`src/hdl/vfsdf_pkg.sv`:
```
// ----------------------------------------------------------------------------
// vfsdf_pkg
// Shared types, constants and slow-data helpers for the voice frame framer.
// ----------------------------------------------------------------------------
package vfsdf_pkg;

  localparam int unsigned FramesPerSuperframe = 21;
  localparam int unsigned PosW = 5;
  localparam int unsigned CfgIdxW = 2;
  localparam int unsigned CfgDataW = 64;
  localparam int unsigned MsgChars = 20;

  localparam logic [PosW:0] LastPos = (PosW + 1)'(FramesPerSuperframe - 1);
  localparam logic [PosW:0] FrameCount = (PosW + 1)'(FramesPerSuperframe);

  localparam logic [7:0] SyncByte0 = 8'h55;
  localparam logic [7:0] SyncByte1 = 8'h2d;
  localparam logic [7:0] SyncByte2 = 8'h16;
  localparam logic [7:0] EndByte = 8'h55;
  localparam logic [7:0] Scramble0 = 8'h70;
  localparam logic [7:0] Scramble1 = 8'h4f;
  localparam logic [7:0] Scramble2 = 8'h93;
  localparam logic [7:0] BlockMarkBase = 8'h40;
  localparam logic [7:0] FillByte = 8'h66;

  typedef enum logic [1:0] {
    KIND_HEADER = 2'd0,
    KIND_VOICE  = 2'd1,
    KIND_END    = 2'd2
  } frame_kind_e;

  typedef enum logic [CfgIdxW-1:0] {
    REG_MSG_LOW  = 2'd0,
    REG_MSG_MID  = 2'd1,
    REG_MSG_HIGH = 2'd2
  } cfg_reg_e;

  typedef logic [8*MsgChars-1:0] msg_t;

  typedef struct packed {
    logic [7:0] b2;
    logic [7:0] b1;
    logic [7:0] b0;
  } slow_t;

  function automatic logic [7:0] msg_char(msg_t msg, int unsigned idx);
    return msg[8*idx +: 8];
  endfunction

  function automatic logic [7:0] block_mark(int unsigned blk);
    return (BlockMarkBase + 8'(blk)) ^ Scramble0;
  endfunction

  function automatic slow_t slow_bytes(logic [PosW-1:0] pos, msg_t msg);
    slow_t s;
    unique case (pos)
      5'd0: s = '{b0: SyncByte0, b1: SyncByte1, b2: SyncByte2};
      5'd1: s = '{b0: block_mark(0), b1: msg_char(msg, 0) ^ Scramble1,
                  b2: msg_char(msg, 1) ^ Scramble2};
      5'd2: s = '{b0: msg_char(msg, 2) ^ Scramble0, b1: msg_char(msg, 3) ^ Scramble1,
                  b2: msg_char(msg, 4) ^ Scramble2};
      5'd3: s = '{b0: block_mark(1), b1: msg_char(msg, 5) ^ Scramble1,
                  b2: msg_char(msg, 6) ^ Scramble2};
      5'd4: s = '{b0: msg_char(msg, 7) ^ Scramble0, b1: msg_char(msg, 8) ^ Scramble1,
                  b2: msg_char(msg, 9) ^ Scramble2};
      5'd5: s = '{b0: block_mark(2), b1: msg_char(msg, 10) ^ Scramble1,
                  b2: msg_char(msg, 11) ^ Scramble2};
      5'd6: s = '{b0: msg_char(msg, 12) ^ Scramble0, b1: msg_char(msg, 13) ^ Scramble1,
                  b2: msg_char(msg, 14) ^ Scramble2};
      5'd7: s = '{b0: block_mark(3), b1: msg_char(msg, 15) ^ Scramble1,
                  b2: msg_char(msg, 16) ^ Scramble2};
      5'd8: s = '{b0: msg_char(msg, 17) ^ Scramble0, b1: msg_char(msg, 18) ^ Scramble1,
                  b2: msg_char(msg, 19) ^ Scramble2};
      default: s = '{b0: FillByte ^ Scramble0, b1: FillByte ^ Scramble1,
                     b2: FillByte ^ Scramble2};
    endcase
    return s;
  endfunction

endpackage

```
`src/hdl/vfsdf_in_if.sv`:
```
// ----------------------------------------------------------------------------
// vfsdf_in_if
// Voice slot channel: valid/ready handshake with the slot payload.
// ----------------------------------------------------------------------------
interface vfsdf_in_if;
  logic        valid;
  logic        ready;
  logic        tx_active;
  logic [63:0] voice_bytes_head;
  logic [7:0]  voice_byte_tail;
  logic [15:0] candidate_stream_id;

  modport source (output valid, tx_active, voice_bytes_head, voice_byte_tail,
                  candidate_stream_id, input ready);
  modport sink (input valid, tx_active, voice_bytes_head, voice_byte_tail,
                candidate_stream_id, output ready);
endinterface

```
`src/hdl/vfsdf_out_if.sv`:
```
// ----------------------------------------------------------------------------
// vfsdf_out_if
// Frame channel: valid/ready handshake with one framed result.
// ----------------------------------------------------------------------------
interface vfsdf_out_if;
  import vfsdf_pkg::*;
  logic            valid;
  logic            ready;
  frame_kind_e     frame_kind;
  logic [PosW-1:0] frame_position;
  logic [15:0]     stream_id;
  logic [63:0]     out_voice_head;
  logic [7:0]      out_voice_tail;
  logic [7:0]      slow_byte_0;
  logic [7:0]      slow_byte_1;
  logic [7:0]      slow_byte_2;

  modport source (output valid, frame_kind, frame_position, stream_id, out_voice_head,
                  out_voice_tail, slow_byte_0, slow_byte_1, slow_byte_2, input ready);
  modport sink (input valid, frame_kind, frame_position, stream_id, out_voice_head,
                out_voice_tail, slow_byte_0, slow_byte_1, slow_byte_2, output ready);
endinterface

```
`src/hdl/voice_frame_slow_data_framer.sv`:
```
// ----------------------------------------------------------------------------
// voice_frame_slow_data_framer
// Frames voice slots with superframe position, stream id and slow data.
// ----------------------------------------------------------------------------
//   channel   dir   handshake        beat
//   in_i      in    valid/ready      one voice slot or stop
//   out_o     out   valid/ready      one header, voice or end frame
//   cfg       in    cfg_we_i         one message register write
//
// one beat in, one beat out; an accept is followed in the next cycle by out_o.valid
// a new slot is taken every cycle while out_o is drained or empty
// the result register is the only stage; in_i.ready drops only while it is full
// and out_o.ready is low
// reset sets the header flag and clears position, stream id and message registers
// ----------------------------------------------------------------------------
module voice_frame_slow_data_framer import vfsdf_pkg::*; (
  input  logic                clk_i,
  input  logic                rst_ni,
  input  logic                cfg_we_i,
  input  logic [CfgIdxW-1:0]  cfg_idx_i,
  input  logic [CfgDataW-1:0] cfg_data_i,
  vfsdf_in_if.sink            in_i,
  vfsdf_out_if.source         out_o
);

  logic [63:0]     msg_low_q, msg_mid_q;
  logic [31:0]     msg_high_q;
  logic [PosW-1:0] pos_q, pos_d;
  logic            hdr_q, hdr_d;
  logic [15:0]     id_q, id_d;
  logic            out_valid_q;
  logic            accept;

  frame_kind_e     kind_d, kind_q;
  logic [PosW-1:0] opos_q;
  logic [15:0]     oid_q;
  logic [63:0]     ohead_d, ohead_q;
  logic [7:0]      otail_d, otail_q;
  slow_t           slow_d, slow_q, slow_sel;
  logic [PosW-1:0] pos_eff;
  logic [PosW:0]   pos_inc;
  logic [15:0]     id_eff;

  // config registers
  always_ff @(posedge clk_i or negedge rst_ni) begin
    if (!rst_ni) begin
      msg_low_q  <= '0;
      msg_mid_q  <= '0;
      msg_high_q <= '0;
    end else if (cfg_we_i) begin
      unique case (cfg_idx_i)
        REG_MSG_LOW:  msg_low_q  <= cfg_data_i;
        REG_MSG_MID:  msg_mid_q  <= cfg_data_i;
        REG_MSG_HIGH: msg_high_q <= cfg_data_i[31:0];
        default: ;
      endcase
    end
  end

  assign accept = in_i.valid && in_i.ready;
  assign in_i.ready = !out_valid_q || out_o.ready;

  assign pos_eff  = ({1'b0, pos_q} >= FrameCount) ? LastPos[PosW-1:0] : pos_q;
  assign pos_inc  = {1'b0, pos_eff} + (PosW + 1)'(1);
  assign id_eff   = (id_q == '0) ? in_i.candidate_stream_id : id_q;
  assign slow_sel = slow_bytes(pos_eff, {msg_high_q, msg_mid_q, msg_low_q});

  always_comb begin
    pos_d   = pos_q;
    hdr_d   = hdr_q;
    id_d    = id_q;
    kind_d  = KIND_VOICE;
    ohead_d = '0;
    otail_d = '0;
    slow_d  = '0;
    priority if (!in_i.tx_active) begin
      kind_d = KIND_END;
      slow_d = '{b0: EndByte, b1: EndByte, b2: EndByte};
      pos_d  = '0;
      id_d   = '0;
      hdr_d  = 1'b1;
    end else if (hdr_q) begin
      kind_d = KIND_HEADER;
      id_d   = id_eff;
      hdr_d  = 1'b0;
    end else begin
      id_d    = id_eff;
      ohead_d = in_i.voice_bytes_head;
      otail_d = in_i.voice_byte_tail;
      slow_d  = slow_sel;
      if (pos_inc >= FrameCount) begin
        pos_d = '0;
        hdr_d = 1'b1;
      end else begin
        pos_d = pos_inc[PosW-1:0];
      end
    end
  end

  always_ff @(posedge clk_i or negedge rst_ni) begin
    if (!rst_ni) begin
      pos_q       <= '0;
      hdr_q       <= 1'b1;
      id_q        <= '0;
      out_valid_q <= 1'b0;
    end else begin
      if (accept) begin
        pos_q <= pos_d;
        hdr_q <= hdr_d;
        id_q  <= id_d;
      end
      if (in_i.ready) begin
        out_valid_q <= in_i.valid;
      end
    end
  end

  always_ff @(posedge clk_i) begin
    if (accept) begin
      kind_q  <= kind_d;
      opos_q  <= pos_eff;
      oid_q   <= in_i.tx_active ? id_eff : id_q;
      ohead_q <= ohead_d;
      otail_q <= otail_d;
      slow_q  <= slow_d;
    end
  end

  assign out_o.valid          = out_valid_q;
  assign out_o.frame_kind     = kind_q;
  assign out_o.frame_position = opos_q;
  assign out_o.stream_id      = oid_q;
  assign out_o.out_voice_head = ohead_q;
  assign out_o.out_voice_tail = otail_q;
  assign out_o.slow_byte_0    = slow_q.b0;
  assign out_o.slow_byte_1    = slow_q.b1;
  assign out_o.slow_byte_2    = slow_q.b2;

  a_pos_range: assert property (@(posedge clk_i) disable iff (!rst_ni)
    {1'b0, pos_q} < FrameCount)
    else $error("position counter out of range");

  a_stop_clears: assert property (@(posedge clk_i) disable iff (!rst_ni)
    accept && !in_i.tx_active |=> pos_q == '0 && hdr_q && id_q == '0)
    else $error("stop did not clear state");

  a_header_once: assert property (@(posedge clk_i) disable iff (!rst_ni)
    accept && in_i.tx_active && hdr_q |=> !hdr_q && pos_q == $past(pos_q))
    else $error("header slot did not clear flag or moved position");

  a_header_quiet: assert property (@(posedge clk_i) disable iff (!rst_ni)
    out_valid_q && kind_q == KIND_HEADER |-> slow_q == '0 && ohead_q == '0)
    else $error("header frame carries payload");

  a_result_follows: assert property (@(posedge clk_i) disable iff (!rst_ni)
    accept |=> out_valid_q)
    else $error("accepted slot produced no frame");

endmodule
```
`src/flat_wrapper.sv`:
```
// flat-port wrapper written by rule: the top's interface ports become plain ports
module voice_frame_slow_data_framer_flat import vfsdf_pkg::*;
  (clk_i, rst_ni, cfg_we_i, cfg_idx_i, cfg_data_i, in_i_valid, in_i_tx_active, in_i_voice_bytes_head, in_i_voice_byte_tail, in_i_candidate_stream_id, in_i_ready, out_o_valid, out_o_frame_kind, out_o_frame_position, out_o_stream_id, out_o_out_voice_head, out_o_out_voice_tail, out_o_slow_byte_0, out_o_slow_byte_1, out_o_slow_byte_2, out_o_ready);
  vfsdf_in_if in_i_i ();
  vfsdf_out_if out_o_i ();
  input  logic clk_i;
  input  logic rst_ni;
  input  logic cfg_we_i;
  input  logic [CfgIdxW-1:0] cfg_idx_i;
  input  logic [CfgDataW-1:0] cfg_data_i;
  input wire logic [$bits(in_i_i.valid)-1:0] in_i_valid;
  input wire logic [$bits(in_i_i.tx_active)-1:0] in_i_tx_active;
  input wire logic [$bits(in_i_i.voice_bytes_head)-1:0] in_i_voice_bytes_head;
  input wire logic [$bits(in_i_i.voice_byte_tail)-1:0] in_i_voice_byte_tail;
  input wire logic [$bits(in_i_i.candidate_stream_id)-1:0] in_i_candidate_stream_id;
  output wire logic [$bits(in_i_i.ready)-1:0] in_i_ready;
  output wire logic [$bits(out_o_i.valid)-1:0] out_o_valid;
  output wire logic [$bits(out_o_i.frame_kind)-1:0] out_o_frame_kind;
  output wire logic [$bits(out_o_i.frame_position)-1:0] out_o_frame_position;
  output wire logic [$bits(out_o_i.stream_id)-1:0] out_o_stream_id;
  output wire logic [$bits(out_o_i.out_voice_head)-1:0] out_o_out_voice_head;
  output wire logic [$bits(out_o_i.out_voice_tail)-1:0] out_o_out_voice_tail;
  output wire logic [$bits(out_o_i.slow_byte_0)-1:0] out_o_slow_byte_0;
  output wire logic [$bits(out_o_i.slow_byte_1)-1:0] out_o_slow_byte_1;
  output wire logic [$bits(out_o_i.slow_byte_2)-1:0] out_o_slow_byte_2;
  input wire logic [$bits(out_o_i.ready)-1:0] out_o_ready;
  assign in_i_i.valid = in_i_valid;
  assign in_i_i.tx_active = in_i_tx_active;
  assign in_i_i.voice_bytes_head = in_i_voice_bytes_head;
  assign in_i_i.voice_byte_tail = in_i_voice_byte_tail;
  assign in_i_i.candidate_stream_id = in_i_candidate_stream_id;
  assign in_i_ready = in_i_i.ready;
  assign out_o_valid = out_o_i.valid;
  assign out_o_frame_kind = out_o_i.frame_kind;
  assign out_o_frame_position = out_o_i.frame_position;
  assign out_o_stream_id = out_o_i.stream_id;
  assign out_o_out_voice_head = out_o_i.out_voice_head;
  assign out_o_out_voice_tail = out_o_i.out_voice_tail;
  assign out_o_slow_byte_0 = out_o_i.slow_byte_0;
  assign out_o_slow_byte_1 = out_o_i.slow_byte_1;
  assign out_o_slow_byte_2 = out_o_i.slow_byte_2;
  assign out_o_i.ready = out_o_ready;
  voice_frame_slow_data_framer u_core (.clk_i(clk_i), .rst_ni(rst_ni), .cfg_we_i(cfg_we_i), .cfg_idx_i(cfg_idx_i), .cfg_data_i(cfg_data_i), .in_i(in_i_i), .out_o(out_o_i));
endmodule
```
`config.mk`:
```
export PLATFORM = sky130hd
export DESIGN_NAME = voice_frame_slow_data_framer_flat
export DESIGN_NICKNAME = d
export VERILOG_FILES = /design/src/hdl/vfsdf_pkg.sv /design/src/hdl/vfsdf_in_if.sv /design/src/hdl/vfsdf_out_if.sv /design/src/hdl/voice_frame_slow_data_framer.sv /design/src/flat_wrapper.sv
export SDC_FILE = /design/constraint.sdc
export NUM_CORES = 1
export LEC_CHECK = 0
export BUFFER_PORTS_ARGS = -buffer_cell sky130_fd_sc_hd__buf_2
export CAP_MARGIN = 20
export CORE_MARGIN = 5
export CORE_UTILIZATION = 35
export DETAILED_ROUTE_END_ITERATION = 7
export GPL_TIMING_DRIVEN = 0
export PLACE_DENSITY_LB_ADDON = 0.1
export SETUP_SLACK_MARGIN = 0.1
export SYNTH_ARGS = -nofsm -noshare
export SYNTH_HDL_FRONTEND = slang
export SYNTH_SLANG_ARGS = --single-unit
export TNS_END_PERCENT = 30
```
`constraint.sdc`:
```
create_clock -name clk_i -period 8.9 [get_ports clk_i]
set_input_delay 1.335 -clock clk_i [delete_from_list [all_inputs] [get_ports clk_i]]
set_output_delay 1.335 -clock clk_i [all_outputs]
set_load 0.05 [all_outputs]
```
Word-level counts from Yosys, hierarchy flattened

Index checks and enable logic that the tools add are counted.

Output and inout bits: 121
Logic and storage cells: 77
Bits of input ports: 160
Register bits: 302

Bitwise gates (word level): 21
Equal/unequal tests: 11
Reductions and logical operators: 11
$add $sub $neg: 1
Magnitude comparators: 2
Multiplexer cells: 13

Operators with widths:

| kind                  | number |
|---|---|
| $pmux W24 S9          | 1 |
| $mux W16              | 3 |
| $not A5 Y5            | 8 |
| $not A4 Y4            | 8 |
| $mux W23              | 1 |
| $eq A5 B3 Y1 const B  | 4 |
| $mux W5               | 4 |
| $logic_not A16 Y1     | 1 |
| $not A3 Y3            | 4 |
| $eq A5 B2 Y1 const B  | 2 |
| $reduce_and A2 Y1     | 4 |
| $add A5 B1 Y6 const B | 1 |
| $ge A6 B5 Y1 const B  | 1 |
| $eq A5 B1 Y1 const B  | 1 |
| $eq A5 B4 Y1 const B  | 1 |
| $ge A5 B5 Y1 const B  | 1 |
| $logic_not A5 Y1      | 1 |
| $mux W1               | 4 |
| $eq A2 B1 Y1 const B  | 1 |
| $eq A2 B2 Y1 const B  | 1 |
| $logic_not A2 Y1      | 1 |
| $ne A2 B2 Y1 const B  | 1 |
| $reduce_or A2 Y1      | 1 |
| $logic_and A1 B1 Y1   | 1 |
| other kinds (3)       | 3 |

Longest topological paths before layout

Gate-level depths: netlist of run 1.

Depth in word-level cells: 7
Gate-level depth with buffers: 13
Mapped depth without buffers: 8

Least setup slack after synthesis of run 1

Ideal clock, no wire load.

Path kind: input port to flip-flop
Start: input port out_o_ready
End: register u_core.id_q[12]
Arrival time: 6.117 ns
Slack: 2.700 ns
Buffers on the path: 1
Stages: 6
Library setup time: 0.083 ns
Data required time: 8.817 ns
Cells stage by stage: nand2b_1 > nand2_1 > clkinv_1 > clkbuf_1 > a31oi_1 > nor2_1

Word-level cells in the longest chain between the ends: 2

RTL lines:

| what                    | line                                | RTL |
|---|---|---|
| start, declared         | flat_wrapper.sv:26                  | `input wire logic [$bits(out_o_i.ready)-1:0] out_o_ready;` |
| $logic_or A1 B1 Y1      | voice_frame_slow_data_framer.sv:61  | `assign in_i.ready = !out_valid_q \|\| out_o.ready;` |
| $logic_and A1 B1 Y1     | voice_frame_slow_data_framer.sv:60  | `assign accept = in_i.valid && in_i.ready;` |
| named net u_core.accept | voice_frame_slow_data_framer.sv:32  | `logic accept;` |
| end signal, assigned    | voice_frame_slow_data_framer.sv:110 | `id_q <= id_d;` |
| end, declared           | voice_frame_slow_data_framer.sv:30  | `logic [15:0] id_q, id_d;` |

The timed path passes the listed nets, and every way through them passes these cells.
A chain may end at the register's enable or synchronous reset.

Worst setup path after layout of run 1

Start: register u_core.pos_q[2]
End: register u_core.slow_q (netlist bit u_core.out_o.slow_byte_2[5]), data pin

Word-level cells in the longest chain between the ends: 4
Elaborated cells on any way between the ends: 12
Those cells by class: 1 x order compare; 8 x eq/ne; 2 x mux; 1 x reduce/logical

RTL lines:

| what                                       | line                                | RTL |
|---|---|---|
| start, declared                            | voice_frame_slow_data_framer.sv:28  | `logic [PosW-1:0] pos_q, pos_d;` |
| start signal, assigned                     | voice_frame_slow_data_framer.sv:108 | `pos_q <= pos_d;` |
| $ge A5 B5 Y1 (*)                           | voice_frame_slow_data_framer.sv:63  | `assign pos_eff = ({1'b0, pos_q} >= FrameCount) ? LastPos[PosW-1:0] : pos_q;` |
| $mux W5 (*)                                | voice_frame_slow_data_framer.sv:63  |  |
| named net u_core.pos_eff[0]                | voice_frame_slow_data_framer.sv:40  | `logic [PosW-1:0] pos_eff;` |
| $eq A5 B4 Y1, or another cell as far along | vfsdf_pkg.sv:56                     | `unique case (pos)` |
| $pmux W24 S9 (*)                           | vfsdf_pkg.sv:56                     |  |
| end signal, assigned                       | voice_frame_slow_data_framer.sv:125 | `slow_q <= slow_d;` |
| end, declared                              | voice_frame_slow_data_framer.sv:39  | `slow_t slow_d, slow_q, slow_sel;` |

Mark *: on every way through the listed nets, which the timed path passes. The rest lies on a longest branch.

==> results of run 1 <==
-- final cells by class --
class                      instances  area share, %
multi-input combinational        536           26.9
inverter                          10          0.235
sequential                       302           51.0
buffer                            57           1.70
antenna                            2         0.0313
tap                              468           3.66
clock buffer                      53           6.41
timing repair buffer             285           9.46
clock inverter                    10          0.602
-- critical path: stages (launching register included) --
cell,delay (ns)
dfrtp_1,0.39
buf_2,0.19
buf_4,0.21
buf_2,0.30
o21ai_0,0.30
nand2_1,0.16
inv_1,0.18
ha_1,0.20
buf_2,0.27
inv_1,0.22
nor4_2,0.70
buf_4,0.29
a221oi_1,0.12
a31oi_1,0.40
-- report_power, final --
group	switching [uW]	internal, uW
clock	577	854
combinational	545	323
sequential	110	1690
-- cell families after synthesis --
group	after synthesis	synth area share, %
buf+inv	67	2.39
mux	195	16.9
simple gates	179	7.82
xor+xnor	1	0.0686
fa+ha+maj	5	0.490
compound gates	156	8.46
flops	302	63.9
-- through the flow --
step	utilization, %	instances
after detailed placement	40.9	1658
final	44.0	1723
after global routing	44.0	1721
after floorplan	-	905
after CTS	44.0	1721
after global placement	40.6	1653
-- cells in the mapped netlist (all sizes together) (15+ instances only) --
cell type / count
and2: 76
o21ai: 15
edfxtp: 119
clkbuf: 24
nand2: 20
mux2i: 29
dfrtp: 182
buf: 33
mux2: 166
nor2: 43
a21oi: 26
a21o: 17
a31oi: 32
-- state kept, by name, summed over array words and instances (netlist names) --
| register | flops |
|---|---|
| u_core.out_o.out_voice_head | 64 |
| u_core.msg_mid_q | 64 |
| u_core.hdr_q | 1 |
| u_core.pos_q | 5 |
| u_core.out_o.slow_byte_0 | 8 |
| u_core.id_q | 16 |
| u_core.out_o.slow_byte_2 | 8 |
| u_core.out_o.valid | 1 |
| u_core.msg_low_q | 64 |
| u_core.msg_high_q | 32 |
| u_core.out_o.stream_id | 16 |
| u_core.out_o.out_voice_tail | 8 |
| u_core.out_o.slow_byte_1 | 8 |
| u_core.out_o.frame_kind | 2 |
| u_core.out_o.frame_position | 5 |
-- routing by layer --
layer | wire length, um | GRT usage [%]
met1 | 18800 | 27.6
met5 | 0 | 0
met4 | 864 | 4.97
met3 | 2430 | 4.01
met2 | 20300 | 34.2
-- worst paths after layout --
path	start	to	slack [ns]
setup reg to reg	u_core.pos_q[2]$_DFFE_PN0P_	u_core.out_o.slow_byte_2[5]$_SDFFCE_PP0P_	4.72
hold reg to reg	u_core.msg_mid_q[28]$_DFFE_PN0P_	u_core.msg_mid_q[28]$_DFFE_PN0P_	0.50
max in group asynchronous	rst_ni	u_core.id_q[8]$_DFFE_PN0P_	7.09
min in group asynchronous	rst_ni	u_core.msg_mid_q[35]$_DFFE_PN0P_	0.79
hold / removal	u_core.msg_mid_q[28]$_DFFE_PN0P_	u_core.msg_mid_q[28]$_DFFE_PN0P_	0.50
setup / recovery	u_core.pos_q[2]$_DFFE_PN0P_	u_core.out_o.slow_byte_2[5]$_SDFFCE_PP0P_	4.72
==> impl_metrics.env, run 1 <==
export IMPL_synth_seq_cells=302
export IMPL_total_power_uw=4100
export IMPL_clk_path_buf_depth=3
export IMPL_fin_setup_tns_ns=0
export IMPL_hold_ws_ns=0.500
export IMPL_num_io_pins=281
export IMPL_cts_resized=0
export IMPL_post_route_cell_area_sq_um=16000
export IMPL_relSlewSlack_pct=28.2
export IMPL_post_cts_buffers=0
export IMPL_grt_pass1_wl_mm=62.4
export IMPL_via_per_inst=5.09
export IMPL_drive_gt1_share_pct=42.9
export IMPL_layout_commonest_cell="buf_2"
export IMPL_synth_cell_types=60
export IMPL_required_ns=9.20
export IMPL_clock_sinks=302
export IMPL_postCtsHoldBufs=0
export IMPL_final_antenna_net_count=0
export IMPL_cts_buffers=36
export IMPL_synth_edff_count=119
export IMPL_finClkSkew_ns=0.00964
export IMPL_layout_common_cells="buf_2 (306), dfrtp_1 (182), mux2_2 (166), edfxtp_1 (119), and2_1 (76)"
export IMPL_syn_nets=1070
export IMPL_numPortBuffers=280
export IMPL_die_h_um=201
export IMPL_die_area_sq_um=40400
export IMPL_route_detailed_drc=0
export IMPL_htree_levels=2
export IMPL_ys_flop_type="dfrtp_1"
export IMPL_fmax_ghz=0.239
export IMPL_synth_async_reset_ratio_pct=60.6
export IMPL_dr_pass1_iters=5
export IMPL_worstMarginPinSlew_ns=1.08
export IMPL_syn_to_final_growth_pct=25.3
export IMPL_grt_max_degree=109
export IMPL_placed_cell_area_sq_um=14900
export IMPL_fillCellCount=3439
export IMPL_totalWireLength_mm=42.3
export IMPL_finalCriticalPeriod_ns=4.18
export IMPL_critPathCaptureType="register"
export IMPL_clk_pin_slew_worst_paths_ns=0.06
export IMPL_grt_pass1_vias=9180
export IMPL_crit_type="register to register"
export IMPL_r2r_worst_path_cells=13
export IMPL_gr_total_overflow=0
export IMPL_cellLeakagePower_uw=0.00690
export IMPL_cp_start_kind="register"
export IMPL_powerDensity_nw_per_um2=256
export IMPL_initial_core_util_pct=35.1
export IMPL_critPathMaxFanout=10
export IMPL_seq_area_frac_synth_pct=63.9
export IMPL_root_buffer="clkbuf_16"
export IMPL_hp_class="register to register"
export IMPL_num_rows=70
export IMPL_antenna_found_initial=1
export IMPL_wl_per_cell_um=24.6
export IMPL_arrival_ns=4.48
export IMPL_synth_area_leaders="dfrtp_1 (36%), edfxtp_1 (28%), mux2_2 (15%)"
export IMPL_multi_input_comb_area_sq_um=4310
export IMPL_status="finished clean"
export IMPL_drt_iter0_drc=431
export IMPL_hpwlAfterDp_mm=29.7
export IMPL_rsz0062_at_grt="false"
export IMPL_hold_viol=0
export IMPL_syn_area_per_cell_sq_um=14.1
export IMPL_post_synth_top_area_cell="dfrtp_1"
export IMPL_setup_slack_ns=4.72
export IMPL_ir_worst_vdd_mv=0.107
export IMPL_gp_congestion=0.805
export IMPL_clk_latency_ns=0.52
export IMPL_cap_viol_max_count=0
export IMPL_nets=1393
export IMPL_seqCellArea_sq_um=8150
export IMPL_timing_final_crit_share_pct=47.0
export IMPL_num_vias=8776
export IMPL_cts_tree="yes"
export IMPL_setup_viol=0
export IMPL_ys_warn_count=0
export IMPL_track_usage_pct=20.5
export IMPL_slew_violations=0
export IMPL_core_area_sq_um=36300
export IMPL_synth_top_area_share_pct=35.7
export IMPL_die_x_um=201
export IMPL_syn_cell_area_sq_um=12800
export IMPL_dp_slack_ns=4.86
export IMPL_netlist_instances=905
export IMPL_hold_depth=1
(Power assumes the default switching activity.)
==> inputs of run 2 (changes only) <==
==> constraint.sdc (replaced) <==
create_clock -name clk_i -period 3.5 [get_ports clk_i]
set_input_delay 0.525 -clock clk_i [delete_from_list [all_inputs] [get_ports clk_i]]
set_output_delay 0.525 -clock clk_i [all_outputs]
set_load 0.05 [all_outputs]
==> impl_metrics.env, run 2 (synthesis gave the netlist of run 1 again) <==
export IMPL_status="finished clean"
export IMPL_layout_commonest_cell="buf_2"
export IMPL_htree_levels=2
export IMPL_placed_cell_area_sq_um=14800
export IMPL_cts_tree="yes"
export IMPL_met3WireLength_mm=2.65
export IMPL_post_route_cell_area_sq_um=16000
export IMPL_track_usage_pct=20.3
export IMPL_clk_latency_ns=0.52
export IMPL_cp_slowest_stage_delay_ns=0.40
export IMPL_syn_to_final_growth_pct=25.6
export IMPL_cap_viol_max_count=0
export IMPL_hold_depth=2
export IMPL_core_area_sq_um=36300
export IMPL_drive_gt1_share_pct=43.6
export IMPL_route_detailed_drc=0
export IMPL_rrSetupSlack_ns=0.22
export IMPL_relSlewSlack_pct=28.1
export IMPL_clk_path_buf_depth=3
export IMPL_cp_start_kind="register"
export IMPL_critPathMaxFanout=19
export IMPL_critPathCaptureType="register"
export IMPL_final_antenna_net_count=0
export IMPL_initial_core_util_pct=35.1
export IMPL_p_clk_share_pct=34.5
export IMPL_grt_pass1_wl_mm=61.7
export IMPL_powerDensity_nw_per_um2=647
export IMPL_numPortBuffers=280
export IMPL_grt_pass1_vias=9128
export IMPL_hpwlAfterDp_mm=29.5
export IMPL_required_ns=3.81
export IMPL_die_area_sq_um=40400
export IMPL_setup_slack_ns=0.218
export IMPL_setup_viol=0
export IMPL_root_buffer="clkbuf_16"
export IMPL_seq_power_share_pct=44.0
export IMPL_worstMarginPinSlew_ns=1.08
export IMPL_dr_wl_met2_mm=20.1
export IMPL_cts_buffers=35
export IMPL_gp_congestion=0.797
export IMPL_combPwrFrac_pct=21.5
export IMPL_r2r_worst_path_cells=12
export IMPL_top_layer_used="met5"
export IMPL_layout_common_cells="buf_2 (305), dfrtp_1 (182), mux2_2 (166), edfxtp_1 (119), and2_1 (76)"
export IMPL_cellLeakagePower_uw=0.00691
export IMPL_antenna_found_initial=3
export IMPL_clk_pin_slew_worst_paths_ns=0.06
export IMPL_p_int_uw=7240
export IMPL_drt_iter0_drc=455
export IMPL_crit_slowest_cell="dfrtp_1"
export IMPL_min_to="u_core.out_o.valid$_DFFE_PN0N_"
export IMPL_finClkSkew_ns=0.0100
export IMPL_r2r_start="u_core.pos_q[2]$_DFFE_PN0P_"
export IMPL_fmax_ghz=0.305
export IMPL_rr_endpoint="u_core.out_o.slow_byte_1[5]$_SDFFCE_PP0P_"
export IMPL_arrival_ns=3.60
export IMPL_path_common_cell="buf_2"
export IMPL_totalWireLength_mm=42.0
export IMPL_rsz0062_at_grt="true"
export IMPL_die_h_um=201
export IMPL_hold_viol=0
export IMPL_seqCellArea_sq_um=8150
export IMPL_via_per_inst=5.10
export IMPL_die_x_um=201
export IMPL_crit_type="register to register"
export IMPL_clock_sinks=302
export IMPL_m1WireLength_mm=18.3
export IMPL_num_vias=8793
export IMPL_p_switching_uw=3140
export IMPL_wl_per_cell_um=24.3
export IMPL_crit_chain="buf_2 > buf_6 > o21ai_1 > nand2_1 > inv_1 > ha_1 > buf_2 > clkinvlp_4 > nor4_4 > buf_4 > a221oi_1 > a31oi_1"
export IMPL_swShare_pct=30.2
export IMPL_hp_class="primary input to register"
export IMPL_gr_total_overflow=0
export IMPL_num_rows=70
export IMPL_dr_pass1_iters=5
export IMPL_fillCellCount=3388
export IMPL_multi_input_comb_area_sq_um=4340
export IMPL_hp_start="in_i_valid"
export IMPL_nets=1394
export IMPL_finalCriticalPeriod_ns=3.28
export IMPL_dp_slack_ns=-0.511
export IMPL_grt_max_degree=116
export IMPL_slew_violations=0
export IMPL_num_io_pins=281
export IMPL_timing_final_crit_share_pct=93.8
export IMPL_ir_worst_vdd_mv=0.278
## run 2: cell types whose count changed in the layout (fill, tap and decap cells not counted), moves of 3 or more
cell,delta
clkbuf_1,-6
buf_4,+3
clkinv_1,+3
inv_6,+3
## run 2: layout make-up
| type | instances | share of cell area, % |
|---|---|---|
| diodes | 1 | 0.0156 |
| plain buffers | 55 | 1.72 |
| clock buffers | 49 | 6.10 |
| clock inverters | 15 | 0.812 |
| inverters | 10 | 0.258 |
| multi-input cells | 536 | 27.1 |
| flip-flops and latches | 302 | 50.9 |
| well taps | 468 | 3.65 |
| repair buffers | 289 | 9.51 |
## run 2: stage by stage
step / util (%) / cells / hold slack (ns) / power [uW] / TNS, ns
finish: 44.1 / 1725 / 0.226 / 10400 / 0
global placement: 40.6 / 1653 / 0.482 / 6810 / -257.41
floorplan: - / 905 / 0.229 / 6080 / 0
global route: 44.1 / 1724 / 0.242 / 10800 / 0
CTS: 44.0 / 1724 / 0.208 / 10500 / 0
detailed placement: 40.9 / 1657 / 0.489 / 6840 / -5.01
## run 2: what timing repair did
item | 4_1_cts | 5_1_grt
resized for setup | 4 | 9
buffers inserted | 4 | 0
hold buffers | 1 | 0
pin swaps | 2 | 0
setup endpoints to repair | 24 | 18
endpoints found under the hold margin | 27 | 0
## run 2: worst max-delay path by stage
stage	from	end	slack [ns]	depth (start not counted)
2_1_floorplan	u_core.out_o.valid$_DFFE_PN0N_	u_core.out_o.frame_kind[0]$_SDFFCE_PN0P_	0.64	4
3_3_place_gp	rst_ni	u_core.msg_low_q[47]$_DFFE_PN0P_	-1.38	1
3_5_place_dp	u_core.pos_q[2]$_DFFE_PN0P_	u_core.out_o.slow_byte_2[5]$_SDFFCE_PP0P_	-0.51	13
4_1_cts	u_core.pos_q[2]$_DFFE_PN0P_	u_core.out_o.slow_byte_2[5]$_SDFFCE_PP0P_	0.11	11
5_1_grt	u_core.pos_q[2]$_DFFE_PN0P_	u_core.out_o.slow_byte_1[5]$_SDFFCE_PP0P_	0.1	12
6_report	u_core.pos_q[2]$_DFFE_PN0P_	u_core.out_o.slow_byte_1[5]$_SDFFCE_PP0P_	0.22	12
## run 2: per-layer routing
| layer | track usage (%) | vias up |
|---|---|---|
| li1 | - | 4001 |
| met1 | 26.9 | 4402 |
| met2 | 34.0 | 321 |
| met3 | 4.51 | 65 |
| met4 | 4.92 | 4 |
| met5 | 0 | - |
## run 2: power by group through the flow
stage | logic (uW) | registers, uW | clock network [uW]
6_report | 2230 | 4570 | 3580
5_1_grt | 2390 | 4630 | 3800
4_1_cts | 2240 | 4560 | 3670
3_5_place_dp | 2210 | 4630 | 0
3_3_place_gp | 2190 | 4620 | 0
2_1_floorplan | 1070 | 5010 | 0
## run 2: worst max-delay path: cells and delay by family, from the launching register on
kind	cells	cell delay, ns
AO/OA/AOI/OAI	3	0.60
adder cells (fa/ha/maj)	1	0.19
buffers and inverters	6	1.40
flip-flops	1	0.40
AND/OR/NAND/NOR	2	0.47
==> inputs of run 3 (changes only) <==
--- a/config.mk
+++ b/config.mk
@@ -11,9 +11,9 @@
 export CORE_UTILIZATION = 35
 export DETAILED_ROUTE_END_ITERATION = 7
 export GPL_TIMING_DRIVEN = 0
+export HOLD_SLACK_MARGIN = 0.12
 export PLACE_DENSITY_LB_ADDON = 0.1
 export SETUP_SLACK_MARGIN = 0.1
 export SYNTH_ARGS = -nofsm -noshare
 export SYNTH_HDL_FRONTEND = slang
 export SYNTH_SLANG_ARGS = --single-unit
-export TNS_END_PERCENT = 30
==> constraint.sdc (replaced) <==
create_clock -name clk_i -period 4.2 [get_ports clk_i]
set_input_delay 0.63 -clock clk_i [delete_from_list [all_inputs] [get_ports clk_i]]
set_output_delay 0.63 -clock clk_i [all_outputs]
set_load 0.05 [all_outputs]
==> impl_metrics.env, run 3 (synthesis gave the netlist of run 1 again) <==
export IMPL_initial_core_util_pct=35.1
export IMPL_setup_viol=0
export IMPL_root_buffer="clkbuf_16"
export IMPL_p_clk_share_pct=36.2
export IMPL_cp_start_kind="register"
export IMPL_cellLeakagePower_uw=0.00693
export IMPL_path_common_cell="buf_2"
export IMPL_layout_common_cells="buf_2 (306), dfrtp_1 (182), mux2_2 (166), edfxtp_1 (119), and2_1 (76)"
export IMPL_grt_pass1_vias=9209
export IMPL_nets=1392
export IMPL_totalWireLength_mm=42.7
export IMPL_swShare_pct=29.9
export IMPL_r2r_worst_path_cells=12
export IMPL_r2r_start="u_core.pos_q[2]$_DFFE_PN0P_"
export IMPL_clk_latency_ns=0.53
export IMPL_dp_cells=1657
export IMPL_numPortBuffers=280
export IMPL_via_per_inst=5.14
export IMPL_rrSetupSlack_ns=0.26
export IMPL_status="finished clean"
export IMPL_crit_chain="buf_2 > buf_4 > buf_2 > o21ai_0 > nand2_1 > inv_1 > ha_1 > buf_2 > inv_1 > nor3_1 > a221oi_1 > a31oi_1"
export IMPL_critPathCaptureType="register"
export IMPL_drive_gt1_share_pct=43.1
export IMPL_gr_total_overflow=0
export IMPL_worst_path_stages=12
export IMPL_die_area_sq_um=40400
export IMPL_grt_pass1_wl_mm=62.9
export IMPL_rsz0062_at_grt="false"
export IMPL_num_rows=70
export IMPL_cp_slowest_stage_delay_ns=0.72
export IMPL_drt_iter0_drc=460
export IMPL_fillCellCount=3449
export IMPL_combPwrFrac_pct=20.8
export IMPL_finClkSkew_ns=0.0140
export IMPL_startpoint="u_core.pos_q[2]$_DFFE_PN0P_"
export IMPL_cap_viol_max_count=0
export IMPL_ir_worst_vdd_mv=0.254
export IMPL_powerDensity_nw_per_um2=550
export IMPL_die_x_um=201
export IMPL_worstMarginPinSlew_ns=1.09
export IMPL_crit_slowest_cell="nor3_1"
export IMPL_cts_tree="yes"
export IMPL_crit_buf_inv=6
export IMPL_die_h_um=201
export IMPL_final_core_util_pct=44.2
export IMPL_crit_type="register to register"
export IMPL_crit_end="u_core.out_o.slow_byte_2[5]$_SDFFCE_PP0P_"
export IMPL_layout_commonest_cell="buf_2"
export IMPL_track_usage_pct=20.7
export IMPL_clk_pin_slew_worst_paths_ns=0.06
export IMPL_syn_to_final_growth_pct=25.8
export IMPL_hpwlAfterDp_mm=29.8
export IMPL_num_vias=8857
export IMPL_final_cell_count_no_fill=1723
export IMPL_wl_per_cell_um=24.8
export IMPL_antenna_found_initial=2
export IMPL_hold_viol=0
export IMPL_finalCriticalPeriod_ns=3.94
export IMPL_num_io_pins=281
export IMPL_arrival_ns=4.25
export IMPL_critical_path_top_delay_family="buffers and inverters"
export IMPL_final_antenna_net_count=0
export IMPL_p_switching_uw=2640
export IMPL_clock_sinks=302
export IMPL_hp_class="primary input to async pin"
export IMPL_seq_power_share_pct=43.1
export IMPL_p_int_uw=6190
export IMPL_rr_endpoint="u_core.out_o.slow_byte_2[5]$_SDFFCE_PP0P_"
export IMPL_dr_pass1_iters=5
export IMPL_clk_path_buf_depth=3
export IMPL_core_area_sq_um=36300
export IMPL_relSlewSlack_pct=27.2
export IMPL_timing_final_crit_share_pct=93.9
export IMPL_htree_levels=2
export IMPL_gp_congestion=0.810
export IMPL_grt_max_degree=109
export IMPL_required_ns=4.51
export IMPL_route_detailed_drc=0
export IMPL_fmax_ghz=0.254
export IMPL_critPathMaxFanout=10
export IMPL_cts_buffers=36
export IMPL_slew_violations=0
export IMPL_postCtsHoldBufs=0
run 3: cell types whose count changed in the layout (fill, tap and decap cells not counted), moves of 2 or more:
cell / change
clkbuf_2: -2
clkbuf_16: +2
bufinv_16: +2
buf_4: -3
run 3: power by group through the flow:
stage	sequential, uW	clock (uW)	combinational (uW)
after global routing	3860	3390	1980
after global placement	3860	0	1820
after CTS	3810	3260	1850
final	3810	3200	1840
after detailed placement	3860	0	1840
after floorplan	4180	0	890
run 3: area by class of cell:
class / instances / area, sq um / share of cell area [%]
sequential: 302 / 8150 / 50.8
multi-input combinational: 536 / 4320 / 26.9
timing repair buffer: 284 / 1490 / 9.25
clock buffer: 47 / 1000 / 6.25
tap: 468 / 586 / 3.65
buffer: 57 / 278 / 1.73
clock inverter: 18 / 195 / 1.22
inverter: 10 / 37.5 / 0.234
antenna: 1 / 2.50 / 0.0156
run 3: per-stage QoR:
step | hold WS (ns) | setup TNS [ns] | total power [uW] | cell area [sq um] | setup slack (ns)
finish | 0.0998 | 0 | 8840 | 16100 | 0.256
detailed placement | 0.491 | 0 | 5700 | 14800 | 0.212
global route | 0.157 | 0 | 9230 | 16100 | 0.102
floorplan | 0.334 | 0 | 5070 | 12800 | 0.616
global placement | 0.481 | -163.60 | 5680 | 14800 | -0.806
CTS | 0.140 | 0 | 8920 | 16000 | 0.130
run 3: timing repair:
| action | CTS | global route |
|---|---|---|
| setup endpoints to repair | 0 | 2 |
| resized for setup | 0 | 1 |
| buffers inserted | 0 | 0 |
run 3: worst min-delay path by stage:
stage	to	startpoint	depth (start not counted)
final	u_core.id_q[11]$_DFFE_PN0P_	rst_ni	1
after detailed placement	u_core.msg_mid_q[12]$_DFFE_PN0P_	u_core.msg_mid_q[12]$_DFFE_PN0P_	1
after global routing	u_core.id_q[11]$_DFFE_PN0P_	rst_ni	1
after CTS	u_core.id_q[13]$_DFFE_PN0P_	rst_ni	1
after floorplan	u_core.id_q[0]$_DFFE_PN0P_	rst_ni	0
after global placement	u_core.msg_low_q[6]$_DFFE_PN0P_	u_core.msg_low_q[6]$_DFFE_PN0P_	1
run 3: per-layer routing:
layer,part of all wire [%],global-route usage (%),vias to the layer above
li1,-,-,4008
met1,44,27.4,4495
met2,48,34.4,294
met3,5.6,4.85,58
met4,1.9,5.16,2
met5,0.030,0,-
